==> src/rtl/ttip_pkg.sv <==
// Package for the text to integer parser: shared types, codes and constants.
// Used by every module of the block; depends on nothing.
`default_nettype none

package ttip_pkg;

  localparam logic [15:0] CNT_LIMIT = 16'hFFFF;
  localparam int          QDEPTH    = 4;
  localparam int          QAW       = $clog2(QDEPTH);

  localparam logic [5:0] BASE_DEC   = 6'd10;
  localparam logic [5:0] BASE_OCT   = 6'd8;
  localparam logic [5:0] BASE_HEX   = 6'd16;
  localparam logic [5:0] BASE_AUTO  = 6'd0;
  localparam logic [5:0] BASE_ONE   = 6'd1;
  localparam logic [5:0] BASE_MAX   = 6'd36;
  localparam logic [5:0] DIG_NONE   = 6'd36;
  localparam logic [5:0] DIG_ZERO   = 6'd0;
  localparam logic [5:0] DIG_X      = 6'd33;

  localparam logic [7:0] CH_SPACE = 8'h20;
  localparam logic [7:0] CH_TAB   = 8'h09;
  localparam logic [7:0] CH_CR    = 8'h0D;
  localparam logic [7:0] CH_PLUS  = 8'h2B;
  localparam logic [7:0] CH_MINUS = 8'h2D;
  localparam logic [7:0] CH_D0    = 8'h30;
  localparam logic [7:0] CH_D9    = 8'h39;
  localparam logic [7:0] CH_LA    = 8'h61;
  localparam logic [7:0] CH_LZ    = 8'h7A;
  localparam logic [7:0] CH_UA    = 8'h41;
  localparam logic [7:0] CH_UZ    = 8'h5A;

  localparam logic [1:0] MODE_S32 = 2'd0;
  localparam logic [1:0] MODE_S64 = 2'd1;
  localparam logic [1:0] MODE_U32 = 2'd2;
  localparam logic [1:0] MODE_U64 = 2'd3;

  localparam logic [0:0] REG_BASE = 1'b0;
  localparam logic [0:0] REG_MODE = 1'b1;

  typedef enum logic [1:0] {
    ST_OK      = 2'd0,
    ST_NODIG   = 2'd1,
    ST_RANGE   = 2'd2,
    ST_BADBASE = 2'd3
  } status_t;

  typedef enum logic [2:0] {
    PH_SPACE   = 3'd0,
    PH_SIGN    = 3'd1,
    PH_ZERO    = 3'd2,
    PH_HEXPFX  = 3'd3,
    PH_DIGITS  = 3'd4,
    PH_DONE    = 3'd5,
    PH_BADBASE = 3'd6
  } phase_t;

  typedef enum logic [2:0] {
    ACT_NONE    = 3'd0,
    ACT_SIGN    = 3'd1,
    ACT_ZERO    = 3'd2,
    ACT_HEX     = 3'd3,
    ACT_TRY_DEC = 3'd4,
    ACT_TRY_OCT = 3'd5
  } action_t;

  typedef struct packed {
    logic [5:0] digit;
    logic       is_space;
    logic       is_sign;
    logic       is_minus;
    logic       is_last;
  } item_t;

  typedef struct packed {
    logic [63:0] acc;
    logic        neg;
    logic        ovf;
    logic        dig;
    logic        badbase;
    logic [15:0] end_pos;
    logic [1:0]  mode;
  } fin_t;

endpackage

`default_nettype wire

==> src/rtl/ttip_front.sv <==
// Front of the parser: classifies each incoming character into a queue word.
// Depends on ttip_pkg.
`default_nettype none

module ttip_front import ttip_pkg::*; (
  input  wire logic [7:0] text_char,
  input  wire logic       is_last,
  output item_t           item
);

  logic [5:0] digit_w;

  always_comb begin
    if (text_char >= CH_D0 && text_char <= CH_D9) begin
      digit_w = 6'(text_char - CH_D0);
    end else if (text_char >= CH_LA && text_char <= CH_LZ) begin
      digit_w = 6'(text_char - CH_LA) + BASE_DEC;
    end else if (text_char >= CH_UA && text_char <= CH_UZ) begin
      digit_w = 6'(text_char - CH_UA) + BASE_DEC;
    end else begin
      digit_w = DIG_NONE;
    end
  end

  always_comb begin
    item.digit    = digit_w;
    item.is_space = (text_char == CH_SPACE) || (text_char >= CH_TAB && text_char <= CH_CR);
    item.is_sign  = (text_char == CH_PLUS) || (text_char == CH_MINUS);
    item.is_minus = (text_char == CH_MINUS);
    item.is_last  = is_last;
  end

endmodule

`default_nettype wire

==> src/rtl/ttip_queue.sv <==
// Short queue of classified words between the front and the back.
// Depends on ttip_pkg.
`default_nettype none

module ttip_queue import ttip_pkg::*; (
  input  wire logic  clk,
  input  wire logic  rst_n,
  input  wire logic  push,
  input  wire item_t push_item,
  output logic       full,
  input  wire logic  pop,
  output logic       head_valid,
  output item_t      head_item
);

  item_t          mem_r [QDEPTH];
  logic [QAW-1:0] wptr_r, rptr_r;
  logic [QAW:0]   cnt_r, cnt_nxt;

  assign full       = (cnt_r == (QAW+1)'(QDEPTH));
  assign head_valid = (cnt_r != '0);
  assign head_item  = mem_r[rptr_r];

  always_comb begin
    cnt_nxt = cnt_r;
    if (push && !pop) begin
      cnt_nxt = cnt_r + 1'b1;
    end else if (pop && !push) begin
      cnt_nxt = cnt_r - 1'b1;
    end
  end

  always_ff @(posedge clk) begin
    if (!rst_n) begin
      wptr_r <= '0;
      rptr_r <= '0;
      cnt_r  <= '0;
    end else begin
      cnt_r <= cnt_nxt;
      if (push) begin
        wptr_r <= wptr_r + 1'b1;
      end
      if (pop) begin
        rptr_r <= rptr_r + 1'b1;
      end
    end
  end

  always_ff @(posedge clk) begin
    if (push) begin
      mem_r[wptr_r] <= push_item;
    end
  end

endmodule

`default_nettype wire

==> src/rtl/ttip_back.sv <==
// Back of the parser: walks the parse phases one word per cycle, holding the last word
// until the result stage is ready to take the finished-number snapshot. Depends on ttip_pkg.
`default_nettype none

module ttip_back import ttip_pkg::*; (
  input  wire logic       clk,
  input  wire logic       rst_n,
  input  wire logic [5:0] cfg_base,
  input  wire logic [1:0] cfg_mode,
  input  wire logic       head_valid,
  input  wire item_t      head_item,
  output logic            pop,
  input  wire logic       fin_ready,
  output logic            fin_push,
  output fin_t            fin
);

  phase_t      phase_r, phase_nxt, phase_cur;
  logic [63:0] acc_r, acc_nxt;
  logic        neg_r, neg_nxt;
  logic [5:0]  base_r, base_nxt, base_cur, tbase;
  logic [15:0] pos_r, end_r, end_nxt, next_pos;
  logic        ovf_r, ovf_nxt;
  logic        dig_r, dig_nxt;
  action_t     act;
  logic        digit_ok, is_try, first;
  logic [69:0] mac_w;

  assign pop      = head_valid && (!head_item.is_last || fin_ready);
  assign fin_push = pop && head_item.is_last;

  assign first    = (pos_r == '0);
  assign next_pos = (pos_r < CNT_LIMIT) ? pos_r + 16'd1 : CNT_LIMIT;
  assign base_cur = first ? cfg_base : base_r;

  always_comb begin
    if (first && (cfg_base == BASE_ONE || cfg_base > BASE_MAX)) begin
      phase_cur = PH_BADBASE;
    end else begin
      phase_cur = phase_r;
    end
  end

  always_comb begin
    unique case (phase_cur) inside
      PH_SPACE: begin
        if (head_item.is_space) begin
          act = ACT_NONE;
        end else if (head_item.is_sign) begin
          act = ACT_SIGN;
        end else if (head_item.digit == DIG_ZERO && (base_cur == BASE_AUTO ||
                     base_cur == BASE_OCT || base_cur == BASE_HEX)) begin
          act = ACT_ZERO;
        end else begin
          act = ACT_TRY_DEC;
        end
      end
      PH_SIGN: begin
        if (head_item.digit == DIG_ZERO && (base_cur == BASE_AUTO ||
            base_cur == BASE_OCT || base_cur == BASE_HEX)) begin
          act = ACT_ZERO;
        end else begin
          act = ACT_TRY_DEC;
        end
      end
      PH_ZERO: begin
        if ((base_cur == BASE_AUTO || base_cur == BASE_HEX) && head_item.digit == DIG_X) begin
          act = ACT_HEX;
        end else begin
          act = ACT_TRY_OCT;
        end
      end
      PH_HEXPFX, PH_DIGITS: begin
        act = ACT_TRY_DEC;
      end
      default: begin
        act = ACT_NONE;
      end
    endcase
  end

  assign is_try = (act == ACT_TRY_DEC) || (act == ACT_TRY_OCT);

  always_comb begin
    if (base_cur != BASE_AUTO) begin
      tbase = base_cur;
    end else if (act == ACT_TRY_OCT) begin
      tbase = BASE_OCT;
    end else begin
      tbase = BASE_DEC;
    end
  end

  assign digit_ok = head_item.digit < tbase;
  assign mac_w    = 70'(acc_r) * 70'(tbase) + 70'(head_item.digit);

  always_comb begin
    unique case (act)
      ACT_SIGN:    phase_nxt = PH_SIGN;
      ACT_ZERO:    phase_nxt = PH_ZERO;
      ACT_HEX:     phase_nxt = PH_HEXPFX;
      ACT_TRY_DEC,
      ACT_TRY_OCT: phase_nxt = digit_ok ? PH_DIGITS : PH_DONE;
      default:     phase_nxt = phase_cur;
    endcase
  end

  always_comb begin
    acc_nxt  = acc_r;
    neg_nxt  = neg_r;
    base_nxt = base_cur;
    end_nxt  = end_r;
    ovf_nxt  = ovf_r;
    dig_nxt  = dig_r;
    if (act == ACT_SIGN) begin
      neg_nxt = head_item.is_minus;
    end
    if (act == ACT_ZERO) begin
      dig_nxt = 1'b1;
      acc_nxt = '0;
      end_nxt = next_pos;
    end
    if (act == ACT_HEX) begin
      base_nxt = BASE_HEX;
    end
    if (is_try) begin
      base_nxt = tbase;
      if (digit_ok) begin
        dig_nxt = 1'b1;
        end_nxt = next_pos;
        if (!ovf_r) begin
          if (mac_w[69:64] != '0) begin
            ovf_nxt = 1'b1;
            acc_nxt = '1;
          end else begin
            acc_nxt = mac_w[63:0];
          end
        end
      end
    end
  end

  always_comb begin
    fin.acc     = acc_nxt;
    fin.neg     = neg_nxt;
    fin.ovf     = ovf_nxt;
    fin.dig     = dig_nxt;
    fin.badbase = (phase_nxt == PH_BADBASE);
    fin.end_pos = end_nxt;
    fin.mode    = cfg_mode;
  end

  always_ff @(posedge clk) begin
    if (!rst_n) begin
      phase_r <= PH_SPACE;
      acc_r   <= '0;
      neg_r   <= 1'b0;
      base_r  <= '0;
      pos_r   <= '0;
      end_r   <= '0;
      ovf_r   <= 1'b0;
      dig_r   <= 1'b0;
    end else if (pop) begin
      if (head_item.is_last) begin
        phase_r <= PH_SPACE;
        acc_r   <= '0;
        neg_r   <= 1'b0;
        base_r  <= '0;
        pos_r   <= '0;
        end_r   <= '0;
        ovf_r   <= 1'b0;
        dig_r   <= 1'b0;
      end else begin
        phase_r <= phase_nxt;
        acc_r   <= acc_nxt;
        neg_r   <= neg_nxt;
        base_r  <= base_nxt;
        pos_r   <= next_pos;
        end_r   <= end_nxt;
        ovf_r   <= ovf_nxt;
        dig_r   <= dig_nxt;
      end
    end
  end

endmodule

`default_nettype wire

==> src/rtl/ttip_result.sv <==
// Result stage: holds the finished-number snapshot, converts it to the
// selected mode with saturation and drives the output register. Depends on ttip_pkg.
`default_nettype none

module ttip_result import ttip_pkg::*; (
  input  wire logic   clk,
  input  wire logic   rst_n,
  input  wire logic   fin_push,
  input  wire fin_t   fin,
  output logic        fin_ready,
  output logic        out_valid,
  input  wire logic   out_stall,
  output logic [63:0] out_value_bits,
  output logic [15:0] out_chars_consumed,
  output logic [1:0]  out_status
);

  logic        fin_valid_r;
  fin_t        fin_r;
  logic        out_valid_r, out_load;
  logic [63:0] val_r, val_nxt, lim, neg_acc;
  logic [15:0] cnt_r, cnt_nxt;
  status_t     st_r, st_nxt;

  assign out_load  = fin_valid_r && (!out_valid_r || !out_stall);
  assign fin_ready = !fin_valid_r || out_load;

  assign neg_acc = 64'd0 - fin_r.acc;

  always_comb begin
    if (fin_r.mode == MODE_S32) begin
      lim = 64'h0000_0000_7FFF_FFFF;
    end else if (fin_r.mode == MODE_S64) begin
      lim = 64'h7FFF_FFFF_FFFF_FFFF;
    end else if (fin_r.mode == MODE_U32) begin
      lim = 64'h0000_0000_FFFF_FFFF;
    end else begin
      lim = '1;
    end
  end

  always_comb begin
    val_nxt = '0;
    cnt_nxt = '0;
    st_nxt  = ST_OK;
    if (fin_r.badbase) begin
      st_nxt = ST_BADBASE;
    end else if (!fin_r.dig) begin
      st_nxt = ST_NODIG;
    end else begin
      cnt_nxt = fin_r.end_pos;
      if (fin_r.mode == MODE_S32 || fin_r.mode == MODE_S64) begin
        if (!fin_r.neg) begin
          if (!fin_r.ovf && fin_r.acc <= lim) begin
            val_nxt = fin_r.acc;
          end else begin
            val_nxt = lim;
            st_nxt  = ST_RANGE;
          end
        end else begin
          if (!fin_r.ovf && fin_r.acc <= lim + 64'd1) begin
            val_nxt = neg_acc;
          end else begin
            val_nxt = ~lim;
            st_nxt  = ST_RANGE;
          end
        end
      end else begin
        if (fin_r.ovf || fin_r.acc > lim) begin
          val_nxt = lim;
          st_nxt  = ST_RANGE;
        end else begin
          val_nxt = (fin_r.neg ? neg_acc : fin_r.acc) & lim;
        end
      end
    end
  end

  always_ff @(posedge clk) begin
    if (!rst_n) begin
      fin_valid_r <= 1'b0;
      out_valid_r <= 1'b0;
    end else begin
      if (fin_push) begin
        fin_valid_r <= 1'b1;
      end else if (out_load) begin
        fin_valid_r <= 1'b0;
      end
      if (out_load) begin
        out_valid_r <= 1'b1;
      end else if (!out_stall) begin
        out_valid_r <= 1'b0;
      end
    end
  end

  always_ff @(posedge clk) begin
    if (fin_push) begin
      fin_r <= fin;
    end
    if (out_load) begin
      val_r <= val_nxt;
      cnt_r <= cnt_nxt;
      st_r  <= st_nxt;
    end
  end

  assign out_valid          = out_valid_r;
  assign out_value_bits     = val_r;
  assign out_chars_consumed = cnt_r;
  assign out_status         = st_r;

endmodule

`default_nettype wire

==> src/rtl/text_to_integer_parser.sv <==
// Top level of the text to integer parser: configuration registers and the
// front, queue, back and result stages. Depends on ttip_pkg and all ttip_ modules.
//
// A string arrives one character per word on the in_ channel; the word with
// in_is_last set closes it and causes exactly one result word on the out_
// channel (value, characters consumed, status). Both channels use valid and
// stall: a word moves at a clock edge where valid is high and stall is low.
// Throughput is one character per cycle while in_stall is low; the back stage does one
// multiply by the radix and add per cycle. The last character passes through the queue,
// the snapshot register of the result stage and the output register before out_valid
// rises. The APB port sets the radix (address 0, sampled at the first character of each
// string) and the result mode (address 4, read at the last character); write them only
// while idle. When the receiver stalls, the output and result registers hold and the
// four-word queue fills, after which in_stall rises. Synchronous reset clears the queue,
// the parse state and both valid flags, and restores radix 10 and signed 64-bit mode.
`default_nettype none

module text_to_integer_parser import ttip_pkg::*; (
  input  wire logic        clk,
  input  wire logic        rst_n,
  input  wire logic        in_valid,
  output logic             in_stall,
  input  wire logic [7:0]  in_text_char,
  input  wire logic        in_is_last,
  output logic             out_valid,
  input  wire logic        out_stall,
  output logic [63:0]      out_value_bits,
  output logic [15:0]      out_chars_consumed,
  output logic [1:0]       out_status,
  input  wire logic        psel,
  input  wire logic        penable,
  input  wire logic        pwrite,
  input  wire logic [2:0]  paddr,
  input  wire logic [31:0] pwdata,
  output logic [31:0]      prdata,
  output logic             pready
);

  logic [5:0] base_r;
  logic [1:0] mode_r;
  logic       wr_en;
  item_t      front_item, head_item;
  logic       q_full, head_valid, pop, fin_ready, fin_push;
  fin_t       fin;

  assign pready = 1'b1;
  assign wr_en  = psel && penable && pwrite && pready;

  always_ff @(posedge clk) begin
    if (!rst_n) begin
      base_r <= BASE_DEC;
      mode_r <= MODE_S64;
    end else if (wr_en) begin
      if (paddr[2:2] == REG_BASE) begin
        base_r <= pwdata[5:0];
      end else begin
        mode_r <= pwdata[1:0];
      end
    end
  end

  always_comb begin
    unique case (paddr[2:2])
      REG_BASE: prdata = {26'd0, base_r};
      REG_MODE: prdata = {30'd0, mode_r};
      default:  prdata = '0;
    endcase
  end

  assign in_stall = q_full;

  ttip_front u_front (
    .text_char (in_text_char),
    .is_last   (in_is_last),
    .item      (front_item)
  );

  ttip_queue u_queue (
    .clk        (clk),
    .rst_n      (rst_n),
    .push       (in_valid && !q_full),
    .push_item  (front_item),
    .full       (q_full),
    .pop        (pop),
    .head_valid (head_valid),
    .head_item  (head_item)
  );

  ttip_back u_back (
    .clk        (clk),
    .rst_n      (rst_n),
    .cfg_base   (base_r),
    .cfg_mode   (mode_r),
    .head_valid (head_valid),
    .head_item  (head_item),
    .pop        (pop),
    .fin_ready  (fin_ready),
    .fin_push   (fin_push),
    .fin        (fin)
  );

  ttip_result u_result (
    .clk                (clk),
    .rst_n              (rst_n),
    .fin_push           (fin_push),
    .fin                (fin),
    .fin_ready          (fin_ready),
    .out_valid          (out_valid),
    .out_stall          (out_stall),
    .out_value_bits     (out_value_bits),
    .out_chars_consumed (out_chars_consumed),
    .out_status         (out_status)
  );

endmodule

`default_nettype wire

==> config.mk <==
export PLATFORM = sky130hd
export DESIGN_NAME = text_to_integer_parser
export DESIGN_NICKNAME = d
export VERILOG_FILES = /design/src/rtl/ttip_pkg.sv /design/src/rtl/ttip_front.sv /design/src/rtl/ttip_queue.sv /design/src/rtl/ttip_back.sv /design/src/rtl/ttip_result.sv /design/src/rtl/text_to_integer_parser.sv
export SDC_FILE = /design/constraint.sdc
export NUM_CORES = 2
export LEC_CHECK = 0
export BUFFER_PORTS_ARGS = -buffer_cell sky130_fd_sc_hd__buf_2
export CAP_MARGIN = 0
export CORE_MARGIN = 2
export CORE_UTILIZATION = 41
export CTS_CLUSTER_DIAMETER = 40
export DETAILED_ROUTE_END_ITERATION = 16
export PLACE_DENSITY_LB_ADDON = 0.15
export SYNTH_ARGS = -nofsm -noshare
export SYNTH_HDL_FRONTEND = slang
export SYNTH_SLANG_ARGS = --single-unit
==> constraint.sdc <==
create_clock -name clk -period 9.9 [get_ports clk]
set_clock_uncertainty 0.2 [all_clocks]
set_input_delay 0.495 -clock clk [delete_from_list [all_inputs] [get_ports clk]]
set_output_delay 0.495 -clock clk [all_outputs]
set_load 0.01 [all_outputs]
==> results.json <==
{
  "status": "completed",
  "synthCells": 3468,
  "synth_compound_area_share_pct": 14.3,
  "worst-setup-path-type": "flop to flop",
  "grt_pass1_vias": 24300,
  "via_per_inst": 5.53,
  "min_path_type": "input port to flop",
  "r2r_slack_ps": 590,
  "rsz0062_at_grt": "no",
  "diodes": 0,
  "syn_area_per_cell_um2": 8.84,
  "grt.busiest_layer": "met2",
  "rows": 100,
  "die_y_um": 277,
  "cp_common_cell": "fa_1",
  "fin_cells": 4498,
  "synth-adder-area-share_pct": 25.0,
  "synth_top_family_by_area": "adder cells",
  "synthTopCellsByArea": "edfxtp_1 20%, fa_1 17%, ha_1 8.5%",
  "cp-start-kind": "flop",
  "use_met2_pct": 34.4,
  "tritoncts": "done",
  "root_buffer": "clkbuf_16",
  "drtIter0Drc": 2013,
  "ios": 168,
  "cts_sinks": 335,
  "placed_cells": 4401,
  "synthXorXnorAreaFrac_pct": 2.80,
  "first_pass_iters": 5,
  "synth_simple_gate_area_share_pct": 20.9,
  "relSlewSlack_pct": 26.6,
  "slowest_stage": "mux4_2",
  "synthesis.area_um2": 30700,
  "crit_arrival_ps": 9470,
  "drv_cap": 0,
  "final_max_slew_viol_count": 0,
  "worstMarginPinSlew_ps": 1100,
  "r2r_cells": 29,
  "final_antenna_net_count": 0,
  "grt_pass1_wl_mm": 139,
  "r2r_end": "u_result.fin_r[38]$_DFFE_PP_",
  "max_stage_delay_ps": 610,
  "ys_async_sr_fraction_pct": 0,
  "fin_nets": 4003,
  "synth_top_cell_by_area": "edfxtp_1",
  "use_met3_pct": 3.09,
  "track_usage_pct": 22.4,
  "fp.dieW_um": 277,
  "portBuffers": 112,
  "layout-drive-gt1-share_pct": 9.10,
  "grt-ovfl-total": 0,
  "p_total_uw": 6540,
  "die_area_um2": 77000,
  "worstPathMaxFanout": 40,
  "gp_congestion": 0.891,
  "drt-total-wl_mm": 85.7,
  "whs_ps": 84.7,
  "clk_latency_ps": 600,
  "power.leakage_uw": 0.0139,
  "fin_crit_sh_pct": 94.1,
  "grt_antenna_before_repair": 1,
  "p_per_area_nw_per_um2": 194,
  "htreeDepth": 2,
  "coreArea_um2": 74200,
  "setup_violations": 0,
  "peakVddDrop_mv": 0.157,
  "met1_usage_pct": 33.1,
  "max_freq_ghz": 0.107,
  "synth.mux.area_fraction_pct": 2.04,
  "synth.distinct_cells": 85,
  "yosysTopAreaCellShare_pct": 20.4,
  "cts_buffer_depth": 3,
  "grt_max_degree": 72,
  "start_util_pct": 41.3,
  "endpoint": "u_result.fin_r[38]$_DFFE_PP_",
  "place.detailed.hpwl_mm": 65.1,
  "crit_required_ps": 10060,
  "yosysWarnings": 0,
  "synth_commonest_cells": "495 x nand2_1, 253 x fa_1, 244 x inv_1",
  "ys.flop_type": "edfxtp_1",
  "synth_enable_flop_cells": 208,
  "path_clk_slew_ps": 60,
  "synth.most_common_cell": "nand2_1",
  "num_vias": 24900,
  "ys_ff_latch": 335,
  "end_kind": "flop",
  "drc": 0,
  "min_period_ps": 9310,
  "numCtsBuffers": 46,
  "hold_viol_final": 0,
  "wire_per_inst_um": 19.1,
  "yosysSeqAreaShare_pct": 28.7,
  "totalNegativeSetupSlack_ps": 0,
  "area_growth_pct": 10.1
}
cells by family (layout without fill, tap and decap cells):
| group | count (synthesis) | count (layout) |
|---|---|---|
| XOR/XNOR | 98 | 98 |
| buffers and inverters | 478 | 512 |
| AO/OA/AOI/OAI | 723 | 723 |
| AND/OR/NAND/NOR | 1324 | 1324 |
| multiplexers | 47 | 47 |
| other | 2 | 29 |
| adder cells (fa/ha/maj) | 461 | 461 |
| flip-flops | 335 | 335 |
where the power goes:
group	switching, µW	total [µW]	internal [µW]	leakage (µW)
combinational	1660	2460	806	0.0101
clock	690	1710	1020	0.000775
sequential	381	2370	1990	0.00303
total	2730	6540	3810	0.0139
final cells by class:
cell class                 count  area (µm²)
clock inverter                31         425
multi-input combinational   2682       20100
timing repair buffer         179        1110
fill                        7288       40400
sequential                   335        8790
clock buffer                  55        1190
tap                          969        1210
inverter                     247         928
registers in the layout (all words and copies together), names as in the netlist, named ones only:
name and count:
base_r 6, mode_r 2, u_back.acc_r 64, u_back.base_r 6, u_back.dig_r 1, u_back.end_r 16
u_back.neg_r 1, u_back.ovf_r 1, u_back.phase_r 3, u_back.pos_r 16, u_queue.cnt_r 3, u_queue.mem_r 40
u_queue.rptr_r 2, u_queue.wptr_r 2, u_result.fin_r 86, u_result.fin_valid_r 1, u_result.out_chars_consumed 16, u_result.out_status 2
u_result.out_valid 1, u_result.out_value_bits 64
critical path, delay by kind of cell (launching register included):
family / cells / cell delay [ps]
buffers and inverters: 5 / 990
flip-flops: 1 / 480
AND/OR/NAND/NOR: 8 / 1830
multiplexers: 1 / 610
adder cells (fa/ha/maj): 5 / 2170
AO/OA/AOI/OAI: 10 / 2720
worst min path at each step:
stage                                       start                            end  slack [ps]  depth (start not counted)
floorplan                  mode_r[0]$_SDFFE_PN1P_    u_result.fin_r[0]$_DFFE_PP_         220                          0
global placement     u_back.end_r[1]$_SDFFE_PN0P_   u_back.end_r[1]$_SDFFE_PN0P_         240                          2
detailed placement  u_back.end_r[14]$_SDFFE_PN0P_  u_back.end_r[14]$_SDFFE_PN0P_         250                          2
CTS                               in_text_char[7]  u_queue.mem_r[3][3]$_DFFE_PP_          50                          2
global route                      in_text_char[7]  u_queue.mem_r[3][3]$_DFFE_PP_          80                          2
finish                            in_text_char[7]  u_queue.mem_r[1][3]$_DFFE_PP_          80                          2
layer usage:
layer,part of all wire (%),wire length [µm]
met3,5.2,4490
met2,44,37800
met1,49,41600
met5,0,0
met4,2.1,1820
stage by stage:
step                util [%]  setup slack [ps]  instance area (µm²)
floorplan                  -               912                30800
global placement        43.2               466                32000
detailed placement      43.2               335                32000
CTS                     45.5               303                33700
global route            45.5               105                33800
finish                  45.5               586                33800
layout by cell type (no fill, tap or decap), types with 53 or more instances in the layout:
master,synthesis,routed
a21oi_1,196,196
fa_1,253,253
inv_1,244,243
nand4_1,53,53
nor3_1,69,69
o21ai_0,242,240
buf_4,27,57
ha_1,208,208
and2_1,189,189
nor2_1,215,215
nand2_1,495,495
buf_2,18,112
edfxtp_1,208,208
nand3_1,107,105
xnor2_1,60,60
dfxtp_1,127,126
repair_timing:
item                                    4_1_cts  5_1_grt
buffers inserted                              0        3
hold buffers                                  8        0
endpoints found under the setup margin        0       90
hold endpoints to repair                     13        0
resized for setup                             0        3
Power figures use the tool's default switching activity.
